**config.mk**
```make
export PLATFORM = sky130hd
export DESIGN_NAME = running_median_filter_unit
export DESIGN_NICKNAME = d
export VERILOG_FILES = /design/src/rtl/rmf_pkg.sv /design/src/rtl/rmf_ctrl.sv /design/src/rtl/rmf_datapath.sv /design/src/rtl/running_median_filter_unit.sv
export SDC_FILE = /design/constraint.sdc
export NUM_CORES = 2
export LEC_CHECK = 0
export BUFFER_PORTS_ARGS = -buffer_cell sky130_fd_sc_hd__buf_2
export CAP_MARGIN = 20
export CORE_MARGIN = 2
export CORE_UTILIZATION = 45
export DETAILED_ROUTE_END_ITERATION = 10
export SYNTH_ARGS = -nofsm -noshare
export SYNTH_HDL_FRONTEND = slang
export SYNTH_SLANG_ARGS = --single-unit
```
**constraint.sdc**
```tcl
create_clock -name clk_i -period 6.4 [get_ports clk_i]
set_input_delay 0.64 -clock clk_i [delete_from_list [all_inputs] [get_ports clk_i]]
set_output_delay 0.64 -clock clk_i [all_outputs]
set_load 0.01 [all_outputs]
```
**src/rtl/rmf_pkg.sv**
```systemverilog
// Package for the running median filter.
// Holds default sizes, the span register layout and the control/status structs.
// Used by every module of the block; depends on nothing.
package rmf_pkg;

  localparam int MAX_SPAN_DEF     = 31;
  localparam int SAMPLE_WIDTH_DEF = 32;
  localparam int SPAN_WIDTH       = 5;
  localparam int SPAN_RESET       = 2;

  // Commands from the controller to the datapath, at most two high at once.
  typedef struct packed {
    logic accept;      // latch the incoming word
    logic hist_rd;     // read the oldest history entry
    logic rem_init;    // start a removal pass
    logic rem_run;     // removal pass in progress
    logic push;        // write history, start an insertion pass
    logic ins_run;     // insertion pass in progress
    logic flush_set;   // set up left and right counts of the edge flush
    logic med_rd;      // read the middle entry of the sorted window
    logic out_load;    // load the output register
    logic flush_step;  // advance the flush to the next position
    logic frame_clr;   // end of frame: empty the window
  } rmf_cmd_t;

  typedef struct packed {
    logic full;        // window holds a full span on both sides
    logic rem_done;
    logic ins_done;
    logic frame_end;
    logic emit;        // the current word produces a median
    logic right_zero;
    logic left_lt_s;
    logic out_free;    // output register can take a new word
  } rmf_status_t;

endpackage

```
**src/rtl/rmf_ctrl.sv**
```systemverilog
// Controller of the running median filter: sequences removal, insertion,
// median read and edge flush. Depends on rmf_pkg for the command and status structs.
module rmf_ctrl import rmf_pkg::*; (
  input  logic        clk_i,
  input  logic        rst_ni,
  input  logic        in_valid_i,
  output logic        in_stall_o,
  input  rmf_status_t status_i,
  output rmf_cmd_t    cmd_o
);

  localparam logic [3:0] S_IDLE  = 4'd0;
  localparam logic [3:0] S_START = 4'd1;
  localparam logic [3:0] S_HRD   = 4'd2;
  localparam logic [3:0] S_REM   = 4'd3;
  localparam logic [3:0] S_PUSH  = 4'd4;
  localparam logic [3:0] S_INS   = 4'd5;
  localparam logic [3:0] S_FSET  = 4'd6;
  localparam logic [3:0] S_MRD   = 4'd7;
  localparam logic [3:0] S_OUT   = 4'd8;
  localparam logic [3:0] S_FHRD  = 4'd9;
  localparam logic [3:0] S_FREM  = 4'd10;

  logic [3:0] state_q, state_d;

  assign in_stall_o = (state_q != S_IDLE);

  always_comb begin
    state_d = state_q;
    cmd_o   = '0;
    case (state_q)
      S_IDLE: begin
        if (in_valid_i) begin
          cmd_o.accept = 1'b1;
          state_d      = S_START;
        end
      end
      S_START: begin
        state_d = status_i.full ? S_HRD : S_PUSH;
      end
      S_HRD: begin
        cmd_o.hist_rd  = 1'b1;
        cmd_o.rem_init = 1'b1;
        state_d        = S_REM;
      end
      S_REM: begin
        cmd_o.rem_run = 1'b1;
        if (status_i.rem_done) begin
          state_d = S_PUSH;
        end
      end
      S_PUSH: begin
        cmd_o.push = 1'b1;
        state_d    = S_INS;
      end
      S_INS: begin
        cmd_o.ins_run = 1'b1;
        if (status_i.ins_done) begin
          if (status_i.frame_end) begin
            state_d = S_FSET;
          end else if (status_i.emit) begin
            state_d = S_MRD;
          end else begin
            state_d = S_IDLE;
          end
        end
      end
      S_FSET: begin
        cmd_o.flush_set = 1'b1;
        state_d         = S_MRD;
      end
      S_MRD: begin
        cmd_o.med_rd = 1'b1;
        state_d      = S_OUT;
      end
      S_OUT: begin
        if (status_i.out_free) begin
          cmd_o.out_load = 1'b1;
          if (!status_i.frame_end) begin
            state_d = S_IDLE;
          end else if (status_i.right_zero) begin
            cmd_o.frame_clr = 1'b1;
            state_d         = S_IDLE;
          end else begin
            cmd_o.flush_step = 1'b1;
            state_d          = status_i.left_lt_s ? S_MRD : S_FHRD;
          end
        end
      end
      S_FHRD: begin
        cmd_o.hist_rd  = 1'b1;
        cmd_o.rem_init = 1'b1;
        state_d        = S_FREM;
      end
      S_FREM: begin
        cmd_o.rem_run = 1'b1;
        if (status_i.rem_done) begin
          state_d = S_MRD;
        end
      end
      default: begin
        state_d = S_IDLE;
      end
    endcase
  end

  always_ff @(posedge clk_i or negedge rst_ni) begin
    if (!rst_ni) begin
      state_q <= S_IDLE;
    end else begin
      state_q <= state_d;
    end
  end

endmodule

```
**src/rtl/rmf_datapath.sv**
```systemverilog
// Datapath of the running median filter: sorted window memory, sample history
// memory, counters and the output register. Depends on rmf_pkg.
module rmf_datapath import rmf_pkg::*; #(
  parameter int MaxSpan     = MAX_SPAN_DEF,
  parameter int SampleWidth = SAMPLE_WIDTH_DEF
) (
  input  logic                          clk_i,
  input  logic                          rst_ni,
  input  logic                          span_we_i,
  input  logic [SPAN_WIDTH-1:0]         span_i,
  input  logic signed [SampleWidth-1:0] sample_i,
  input  logic                          frame_end_i,
  input  rmf_cmd_t                      cmd_i,
  output rmf_status_t                   status_o,
  input  logic                          out_stall_i,
  output logic                          out_valid_o,
  output logic signed [SampleWidth-1:0] median_o,
  output logic                          last_out_o
);

  localparam int WinDepth  = 2 * MaxSpan + 1;
  localparam int HistDepth = 2 * MaxSpan + 2;
  localparam int AW  = $clog2(WinDepth);
  localparam int CW  = $clog2(WinDepth + 1);
  localparam int HW  = $clog2(HistDepth);
  localparam int SPW = $clog2(MaxSpan + 1);
  localparam int SSW = $clog2(MaxSpan + 2);
  localparam int SpanActReset = (SPAN_RESET > MaxSpan) ? MaxSpan : SPAN_RESET;
  localparam logic [HW:0] HistDepthW = (HW + 1)'(HistDepth);

  logic [SPAN_WIDTH-1:0]  span_q;
  logic [SPW-1:0]         span_act_q, span_clamped;
  logic [SampleWidth-1:0] x_q;
  logic                   fe_q;
  logic [CW-1:0]          count_q;
  logic [HW-1:0]          hp_q;
  logic [SSW-1:0]         seen_q;
  logic                   ge_q;
  logic [CW-1:0]          left_q, right_q, left_d;
  logic [CW-1:0]          ra_q;
  logic [AW-1:0]          tag_q;
  logic                   pend_q, found_q;
  logic                   out_valid_q, last_q;
  logic [SampleWidth-1:0] median_q;

  logic [SampleWidth-1:0] win_mem [WinDepth];
  logic [SampleWidth-1:0] hist_mem [HistDepth];
  logic [SampleWidth-1:0] win_rd_q, hist_rd_q;

  logic                   win_re, win_we;
  logic [AW-1:0]          win_raddr, win_waddr;
  logic [SampleWidth-1:0] win_wdata;
  logic [CW-1:0]          s_cw, cnt_m1, ra_m1;
  logic [HW:0]            old_sum;
  logic [HW-1:0]          old_idx;
  logic                   greater, rem_last, rem_done, ins_done, out_free;

  assign s_cw     = CW'(span_act_q);
  assign cnt_m1   = count_q - CW'(1);
  assign ra_m1    = ra_q - CW'(1);
  assign greater  = $signed(win_rd_q) > $signed(x_q);
  assign rem_last = (CW'(tag_q) == cnt_m1);
  assign rem_done = cmd_i.rem_run && pend_q && rem_last;
  assign ins_done = cmd_i.ins_run && (pend_q ? !greater : (ra_q == '0));
  assign out_free = !out_valid_q || !out_stall_i;

  // The oldest sample sits count entries behind the write pointer.
  assign old_sum = {1'b0, hp_q} + HistDepthW - (HW + 1)'(count_q);
  assign old_idx = (old_sum >= HistDepthW) ? HW'(old_sum - HistDepthW) : HW'(old_sum);

  always_comb begin
    if (int'(span_q) > MaxSpan) begin
      span_clamped = SPW'(MaxSpan);
    end else begin
      span_clamped = SPW'(span_q);
    end
  end

  always_comb begin
    if (ge_q && (count_q >= s_cw + CW'(1))) begin
      left_d = cnt_m1 - s_cw;
    end else begin
      left_d = '0;
    end
  end

  // Window memory port selection. Removal scans upward and moves each entry
  // above the removed one down by one; insertion scans downward and moves each
  // entry greater than the new sample up by one until the gap is found.
  always_comb begin
    win_re    = 1'b0;
    win_raddr = '0;
    win_we    = 1'b0;
    win_waddr = '0;
    win_wdata = x_q;
    if (cmd_i.rem_run) begin
      win_re    = (ra_q < count_q);
      win_raddr = ra_q[AW-1:0];
      if (pend_q && found_q) begin
        win_we    = 1'b1;
        win_waddr = tag_q - AW'(1);
        win_wdata = win_rd_q;
      end
    end else if (cmd_i.ins_run) begin
      win_re    = (ra_q != '0);
      win_raddr = ra_m1[AW-1:0];
      if (pend_q) begin
        win_we    = 1'b1;
        win_waddr = tag_q + AW'(1);
        win_wdata = greater ? win_rd_q : x_q;
      end else if (ra_q == '0) begin
        win_we    = 1'b1;
        win_waddr = '0;
        win_wdata = x_q;
      end
    end else if (cmd_i.med_rd) begin
      win_re    = 1'b1;
      win_raddr = AW'(count_q >> 1);
    end
  end

  always_ff @(posedge clk_i) begin
    if (win_we) begin
      win_mem[win_waddr] <= win_wdata;
    end
    if (win_re) begin
      win_rd_q <= win_mem[win_raddr];
    end
  end

  always_ff @(posedge clk_i) begin
    if (cmd_i.push) begin
      hist_mem[hp_q] <= x_q;
    end
    if (cmd_i.hist_rd) begin
      hist_rd_q <= hist_mem[old_idx];
    end
  end

  always_ff @(posedge clk_i) begin
    if (cmd_i.accept) begin
      x_q <= sample_i;
    end
    if (win_re) begin
      tag_q <= win_raddr;
    end
    if (cmd_i.out_load) begin
      median_q <= win_rd_q;
    end
  end

  always_ff @(posedge clk_i or negedge rst_ni) begin
    if (!rst_ni) begin
      span_q      <= SPAN_WIDTH'(SPAN_RESET);
      span_act_q  <= SPW'(SpanActReset);
      fe_q        <= 1'b0;
      count_q     <= '0;
      hp_q        <= '0;
      seen_q      <= '0;
      ge_q        <= 1'b0;
      left_q      <= '0;
      right_q     <= '0;
      ra_q        <= '0;
      pend_q      <= 1'b0;
      found_q     <= 1'b0;
      out_valid_q <= 1'b0;
      last_q      <= 1'b0;
    end else begin
      if (span_we_i) begin
        span_q <= span_i;
      end
      if (cmd_i.accept) begin
        fe_q <= frame_end_i;
        if (count_q == '0 && seen_q == '0) begin
          span_act_q <= span_clamped;
        end
      end

      pend_q <= (cmd_i.rem_run || cmd_i.ins_run) && win_re;

      if (cmd_i.rem_init) begin
        ra_q <= '0;
      end else if (cmd_i.push) begin
        ra_q <= count_q;
      end else if (cmd_i.rem_run && win_re) begin
        ra_q <= ra_q + CW'(1);
      end else if (cmd_i.ins_run && win_re) begin
        ra_q <= ra_m1;
      end

      if (cmd_i.rem_init) begin
        found_q <= 1'b0;
      end else if (cmd_i.rem_run && pend_q && !found_q &&
                   ((win_rd_q == hist_rd_q) || rem_last)) begin
        found_q <= 1'b1;
      end

      if (cmd_i.frame_clr) begin
        count_q <= '0;
      end else if (rem_done) begin
        count_q <= cnt_m1;
      end else if (ins_done) begin
        count_q <= count_q + CW'(1);
      end

      if (cmd_i.frame_clr) begin
        hp_q <= '0;
      end else if (cmd_i.push) begin
        hp_q <= (hp_q == HW'(HistDepth - 1)) ? '0 : hp_q + HW'(1);
      end

      if (cmd_i.frame_clr) begin
        seen_q <= '0;
      end else if (cmd_i.push) begin
        ge_q <= (seen_q >= SSW'(span_act_q));
        if (seen_q < SSW'(span_act_q) + SSW'(1)) begin
          seen_q <= seen_q + SSW'(1);
        end
      end

      if (cmd_i.flush_set) begin
        left_q  <= left_d;
        right_q <= cnt_m1 - left_d;
      end else if (cmd_i.flush_step) begin
        right_q <= right_q - CW'(1);
        if (left_q < s_cw) begin
          left_q <= left_q + CW'(1);
        end
      end

      if (cmd_i.out_load) begin
        out_valid_q <= 1'b1;
        last_q      <= fe_q && (right_q == '0);
      end else if (!out_stall_i) begin
        out_valid_q <= 1'b0;
      end
    end
  end

  always_comb begin
    status_o            = '0;
    status_o.full       = (count_q >= CW'({span_act_q, 1'b1}));
    status_o.rem_done   = rem_done;
    status_o.ins_done   = ins_done;
    status_o.frame_end  = fe_q;
    status_o.emit       = ge_q;
    status_o.right_zero = (right_q == '0);
    status_o.left_lt_s  = (left_q < s_cw);
    status_o.out_free   = out_free;
  end

  assign out_valid_o = out_valid_q;
  assign median_o    = $signed(median_q);
  assign last_out_o  = last_q;

endmodule

```
**src/rtl/running_median_filter_unit.sv**
```systemverilog
// Top level of the running median filter: controller plus datapath.
// Depends on rmf_pkg, rmf_ctrl and rmf_datapath.
//
// Streams a frame of signed samples and returns, for each position, the upper
// median of the samples within span positions on either side, clipped at the
// frame edges. Results lag the input by span words; the word marked frame_end
// releases the remaining results of the right edge, at most span+1 of them, the
// last one flagged with last_out. Span is sampled at the first word of each
// frame and clamped to MaxSpan. The block works on one input word at a time:
// the window holds n = 2*span+1 entries, and once it is full each word takes
// two passes over the sorted window memory, one to take the oldest sample out
// and one to slide the new sample into place. In the edge flush each further
// result is read from the middle of the window, after a removal pass once the
// window starts shrinking. A finished result waits in the output register while
// the next word is taken in, and a new result is held back until the output
// register is free. No clearing pass is needed after reset.
module running_median_filter_unit import rmf_pkg::*; #(
  parameter int MaxSpan     = MAX_SPAN_DEF,
  parameter int SampleWidth = SAMPLE_WIDTH_DEF
) (
  input  logic                          clk_i,
  input  logic                          rst_ni,
  input  logic                          span_we_i,
  input  logic [SPAN_WIDTH-1:0]         span_i,
  input  logic                          in_valid_i,
  output logic                          in_stall_o,
  input  logic signed [SampleWidth-1:0] sample_i,
  input  logic                          frame_end_i,
  output logic                          out_valid_o,
  input  logic                          out_stall_i,
  output logic signed [SampleWidth-1:0] median_o,
  output logic                          last_out_o
);

  rmf_cmd_t    cmd;
  rmf_status_t status;

  rmf_ctrl u_ctrl (
    .clk_i      (clk_i),
    .rst_ni     (rst_ni),
    .in_valid_i (in_valid_i),
    .in_stall_o (in_stall_o),
    .status_i   (status),
    .cmd_o      (cmd)
  );

  rmf_datapath #(
    .MaxSpan     (MaxSpan),
    .SampleWidth (SampleWidth)
  ) u_datapath (
    .clk_i       (clk_i),
    .rst_ni      (rst_ni),
    .span_we_i   (span_we_i),
    .span_i      (span_i),
    .sample_i    (sample_i),
    .frame_end_i (frame_end_i),
    .cmd_i       (cmd),
    .status_o    (status),
    .out_stall_i (out_stall_i),
    .out_valid_o (out_valid_o),
    .median_o    (median_o),
    .last_out_o  (last_out_o)
  );

endmodule

```
### Yosys cells after proc, flatten, opt, wreduce, memory -nomap -nowiden

Memories as Yosys holds them, arrays and structs flattened. A register that Yosys moved wholly into a read port is not among the register bits.
Index checks and enable logic that the tools add are counted.
Widths: inputs -> output; s select.

* bits of input ports: 43
* bits in writable memories: 4064
* output and inout bits: 35
* logic and storage cells: 178
* memories kept: 2
* bits in registers: 126

* bitwise logic cells: 1
* eq/ne operators: 19
* order comparisons: 8
* $add $sub $neg: 16
* mux-type cells: 74
* reduce and logical (&&, ||, !) cells: 40

Memory list
* u_datapath.hist_mem: words 64, bits a word 32, read ports 1, clocked after Yosys merged registers in 1, wr ports 1, line rmf_datapath.sv:47 `logic [SampleWidth-1:0] hist_mem [HistDepth];`
* u_datapath.win_mem: words 63, bits a word 32, read ports 1, clocked after Yosys merged registers in 1, wr ports 1, line rmf_datapath.sv:46 `logic [SampleWidth-1:0] win_mem [WinDepth];`

Operator list (count)
* $mux 32: 5
* $mux 6: 26
* $pmux 4 s11: 1
* $add 6x1->6 const B: 6
* $eq 32x32->1: 1
* $gt 32x32->1: 1
* $mux 4: 8
* $sub 6x1->6 const B: 5
* $mux 1: 26
* $logic_not 6->1: 4
* $eq 4x3->1 const B: 4
* $mux 3: 5
* $eq 4x4->1 const B: 3
* $ge 6x6->1: 2
* $logic_and 1x1->1: 12
* $lt 6x6->1: 2
* $ne 2x1->1 const B: 5
* $reduce_bool 2->1: 5
* $eq 4x2->1 const B: 2
* $reduce_and 2->1: 4
* $reduce_bool 4->1: 2
* $add 6x7->7 const B: 1
* $ge 7x7->1 const B: 1
* $sub 7x6->7: 1
* 19 further kinds: 26

### Longest topological paths before layout

* word-level depth: 10
* depth in mapped cells: 19
* gate-level depth less buffers: 17

### Hierarchy

Synthesis repeated with hierarchy kept, for this count alone.

* cell total of the unflattened synthesis: 8443
* area, all modules: 166728.7 um^2

Modules (own cells, without submodules)
* rmf_datapath: area each 166209.4 um^2, times used 1, seq. area each 127364.7 um^2, cells each 8378
* rmf_ctrl: area each 519.2 um^2, times used 1, seq. area each 100.1 um^2, cells each 65

### Least setup slack after synthesis

No wires, ideal clock.

* kind: register to register
* start: register u_datapath.x_q[28]
* end: memory u_datapath.win_mem[0][31] in the netlist's numbering (data pin)
* required time: 5706 ps
* library setup time: 694 ps
* data arrival time: 5412 ps
* path slack: 294 ps
* cell stages (with the launch flop): 11
* clock period less this slack: 6106 ps
* path buffers: 1
* path through: edfxtp_1 -> inv_1 -> ha_1 -> nand4_1 -> nor3_1 -> a221o_1 -> o21a_1 -> o211ai_1 -> nand2_1 -> clkbuf_1 -> o21ai_0

* longest elaborated chain between the ends: 5

RTL lines
* start: declaration: line rmf_datapath.sv:33 `logic [SampleWidth-1:0] x_q;`
* start signal: assignment: line rmf_datapath.sv:142 `x_q <= sample_i;`
* $gt 32x32->1: line rmf_datapath.sv:61 `assign greater = $signed(win_rd_q) > $signed(x_q);`
* $mux 32: line rmf_datapath.sv:110 `win_wdata = greater ? win_rd_q : x_q;`
* $mux 32: line rmf_datapath.sv:107 `if (pend_q) begin`
* $mux 32: line rmf_datapath.sv:104 `end else if (cmd_i.ins_run) begin`
* $mux 32: line rmf_datapath.sv:96 `if (cmd_i.rem_run) begin`
* named net u_datapath.win_wdata[31]: line rmf_datapath.sv:52 `logic [SampleWidth-1:0] win_wdata;`
* end: declaration: line rmf_datapath.sv:46

The timed path passes the listed nets, and every way through them passes these cells.

### Worst setup path in the final report

* start: register u_datapath.x_q[14]
* end: memory u_datapath.win_mem[4][15] in the netlist's numbering (data pin)

Same word-level chain as after synthesis.

==> results.toml <==
[status]
outcome = "complete, but fails checks"
violations = "DRC"

[global_routing]
grt_pass1_wl_um = 666000
antenna_found_initial = 46
grt_pass1_vias = 90800
grt_overflow_total = 0
grt_max_degree = 131
grt_usage = 0.243

[synthesis]
synth.top_cell.area_share = 0.751
synth_area_per_cell_um2 = 16.9
synth.most_common_cell = "edfxtp_1"
ys_types = 79
syn_nets = 10100
ys.flop_type = "edfxtp_1"
syn-instance-count = 9943
synthTopCellsByArea = "edfxtp_1, mux4_2, nand2_1"
ys_ff_latch = 4254
synthArstFlopShare = 0.0132
synth_area_um2 = 168000
yosysSeqAreaShare = 0.759
synth_top_area_cell = "edfxtp_1"
synth.yosys.warnings = 0
synth_edf_count = 4198
netlist_top_cells_count = "edfxtp_1, nand2_1, nand3_1"

[power_and_ir_drop]
p_per_area_nw_per_um2 = 552
switchingPower_w = 0.0401
leakage_nw = 62.5
p_clk_frac = 0.235
power_switching_share = 0.380
power_frac_seq = 0.318
power.internal_w = 0.0654
p_comb_frac = 0.447
peakVddDrop_mv = 0.605

[sta]
slew_viol_final = 0
post-route-period-util = 0.833
fin_worst_skew_ns = 0.0462
rsz0062_at_grt = "false"
setup_viol = 0
fmax_ghz = 0.188
finalHoldWorstSlack_ns = 0.0606
relSlewSlack = 0.126
hold_viol = 0
max_slew.worst_pin.slew_ns = 1.29
period_needed_ns = 5.33
tns_ns = 0

[cts]
postCtsSetupBuffers = 0
cts.sinks = 4254
ctsLongestPathBuffers = 4
insertion_delay_ns = 0.97
htreeDepth = 5
cts_hold_buf = 31
clkSlewWorstSetupHoldPaths_ns = 0.06
cts_root_buffer = "clkbuf_16"
cts_made_buffers = 431
ctsResizeCount = 0
cts_tree = "done"

[routing]
ant_nets = 0
via_per_inst = 5.97
avgRoutedWirePerCell_um = 30.0
dr.pass1.iters = 9
routed-via-count = 93400
drt-initial-drc-count = 11800
drcViolationCount = 2
drt-total-wl_um = 469000

[finish]
drive_above_1_share = 0.182
syn_to_final_growth_pct = 14.0
nNetsFinal = 10400

[worst_setup_path]
cp.arrival_ns = 6.07
startpoint_type = "flip-flop"
crit_end = "u_datapath.win_mem[4][15]"
r2r-start = "u_datapath.x_q[14]"
crit_path_max_fanout = 40
timing.critical_path.from = "u_datapath.x_q[14]"
cp.required_ns = 7.14
r2r_slack_ns = 1.07
critPathKind = "reg -> reg"
critPathCaptureType = "flip-flop"
r2r-end = "u_datapath.win_mem[4][15]"
reg2reg_depth = 11

[die]
start_util = 0.451
ios = 78
rows = 224
die_width_um = 615
coreArea_um2 = 372000
dieArea_um2 = 378000
die_h_um = 615

[min_path]
hold_path_class = "in -> reg"
hold_start = "sample_i[10]"

[place]
post-dp-hpwl_um = 274000
numPortBuffers = 77
gp_congestion = 0.868

[flow_run]
maxCapViolations = 0
## cell usage in the layout, fill, tap and decap left out, types with 38 or more instances in the layout
| cell type | Yosys | routed |
|---|---|---|
| a211oi_1 | 38 | 38 |
| a21oi_1 | 158 | 158 |
| a311oi_1 | 64 | 64 |
| a31oi_1 | 96 | 96 |
| a32oi_1 | 78 | 77 |
| and3_1 | 40 | 40 |
| buf_12 | 0 | 65 |
| buf_2 | 255 | 77 |
| buf_4 | 29 | 345 |
| bufinv_16 | 0 | 42 |
| clkbuf_1 | 233 | 88 |
| clkbuf_16 | 0 | 437 |
| clkinv_1 | 2 | 97 |
| clkinv_2 | 1 | 76 |
| dfrtp_1 | 54 | 54 |
| edfxtp_1 | 4198 | 4198 |
| ha_1 | 86 | 85 |
| inv_1 | 75 | 75 |
| mux2i_1 | 226 | 226 |
| mux4_2 | 641 | 641 |
| nand2_1 | 1872 | 1871 |
| nand3_1 | 993 | 993 |
| nor2_1 | 212 | 82 |
| nor2_4 | 0 | 132 |
| nor2b_1 | 41 | 41 |
| o21ai_0 | 134 | 103 |
| xnor2_1 | 56 | 53 |
## how the worst min path moves through the flow
stage	slack, ns	end	depth (start not counted)
final	0.06	u_datapath.x_q[10]	1
after global routing	0.02	u_datapath.x_q[8]	1
after CTS	0.0003	u_datapath.x_q[8]	1
after detailed placement	0.48	u_datapath.span_act_q[4]	2
after global placement	0.47	u_datapath.hist_mem[21][12]	0
after floorplan	0.34	u_ctrl.state_q[0]	0
## metal layers
metal / vias to the layer above / track usage / share of wire
met5: - / 0 / 0.00019
met4: 14 / 0.0762 / 0.033
met3: 772 / 0.0355 / 0.080
met2: 4493 / 0.404 / 0.49
met1: 48700 / 0.332 / 0.40
li1: 39500 / - / -
## logic make-up (layout without fill, tap and decap cells)
| group | after synthesis | after routing | synth area share |
|---|---|---|---|
| flip-flops | 4254 | 4254 | 0.759 |
| AND/OR/NAND/NOR | 3295 | 3295 | 0.0848 |
| multiplexers | 876 | 876 | 0.100 |
| AO/OA/AOI/OAI | 676 | 676 | 0.0268 |
| buffers and inverters | 667 | 1386 | 0.0177 |
| adder cells (fa/ha/maj) | 89 | 89 | 0.00677 |
| XOR/XNOR | 86 | 86 | 0.00453 |
| other | 0 | 12 | 0 |
## state kept, by name (all words and copies together) (netlist names), 32 cells and up
name	cells
u_datapath.hist_mem	2048
u_datapath.hist_rd_q	32
u_datapath.median_o	32
u_datapath.win_mem	2016
u_datapath.win_rd_q	32
u_datapath.x_q	32
## power by group through the flow
stage | logic (W) | registers, W | clock network (W)
floorplan | 0.0305 | 0.0340 | 0
global placement | 0.0466 | 0.0341 | 0
detailed placement | 0.0470 | 0.0341 | 0
CTS | 0.0472 | 0.0336 | 0.0251
global route | 0.0500 | 0.0336 | 0.0262
finish | 0.0472 | 0.0336 | 0.0248
## area by class of cell
class                   count  area [µm²]
multi-input cells        5022       38900
clock buffers             525       11300
repair buffers            520        4630
fillers                 29900      181000
diodes                     12        30.0
inverters                  80         317
clock inverters           261        2520
flip-flops and latches   4254      127000
well taps                4972        6220
## worst max-delay path, cell delays in order (launching register included)
cell and delay, ns:
edfxtp_1 0.99, inv_1 0.32, ha_1 0.41, nand2_1 0.10, o211ai_1 0.11, a21oi_1 0.22, a31oi_1 0.14, o211ai_1 0.53
nand2_4 0.56, buf_4 0.39, o21ai_4 0.80, buf_4 0.42
## per-stage QoR
step | power [W] | util | cells | area (µm²) | setup slack, ns
2_1_floorplan | 0.0644 | - | 9943 | 168000 | 0.294
3_3_place_gp | 0.0808 | 0.476 | 14800 | 177000 | 1.02
3_5_place_dp | 0.0812 | 0.476 | 14800 | 177000 | 1.30
4_1_cts | 0.106 | 0.514 | 15600 | 191000 | 1.21
5_1_grt | 0.110 | 0.514 | 15600 | 191000 | 0.831
6_report | 0.106 | 0.515 | 15600 | 191000 | 1.07
Note: power is estimated with default switching activity, not from simulation.
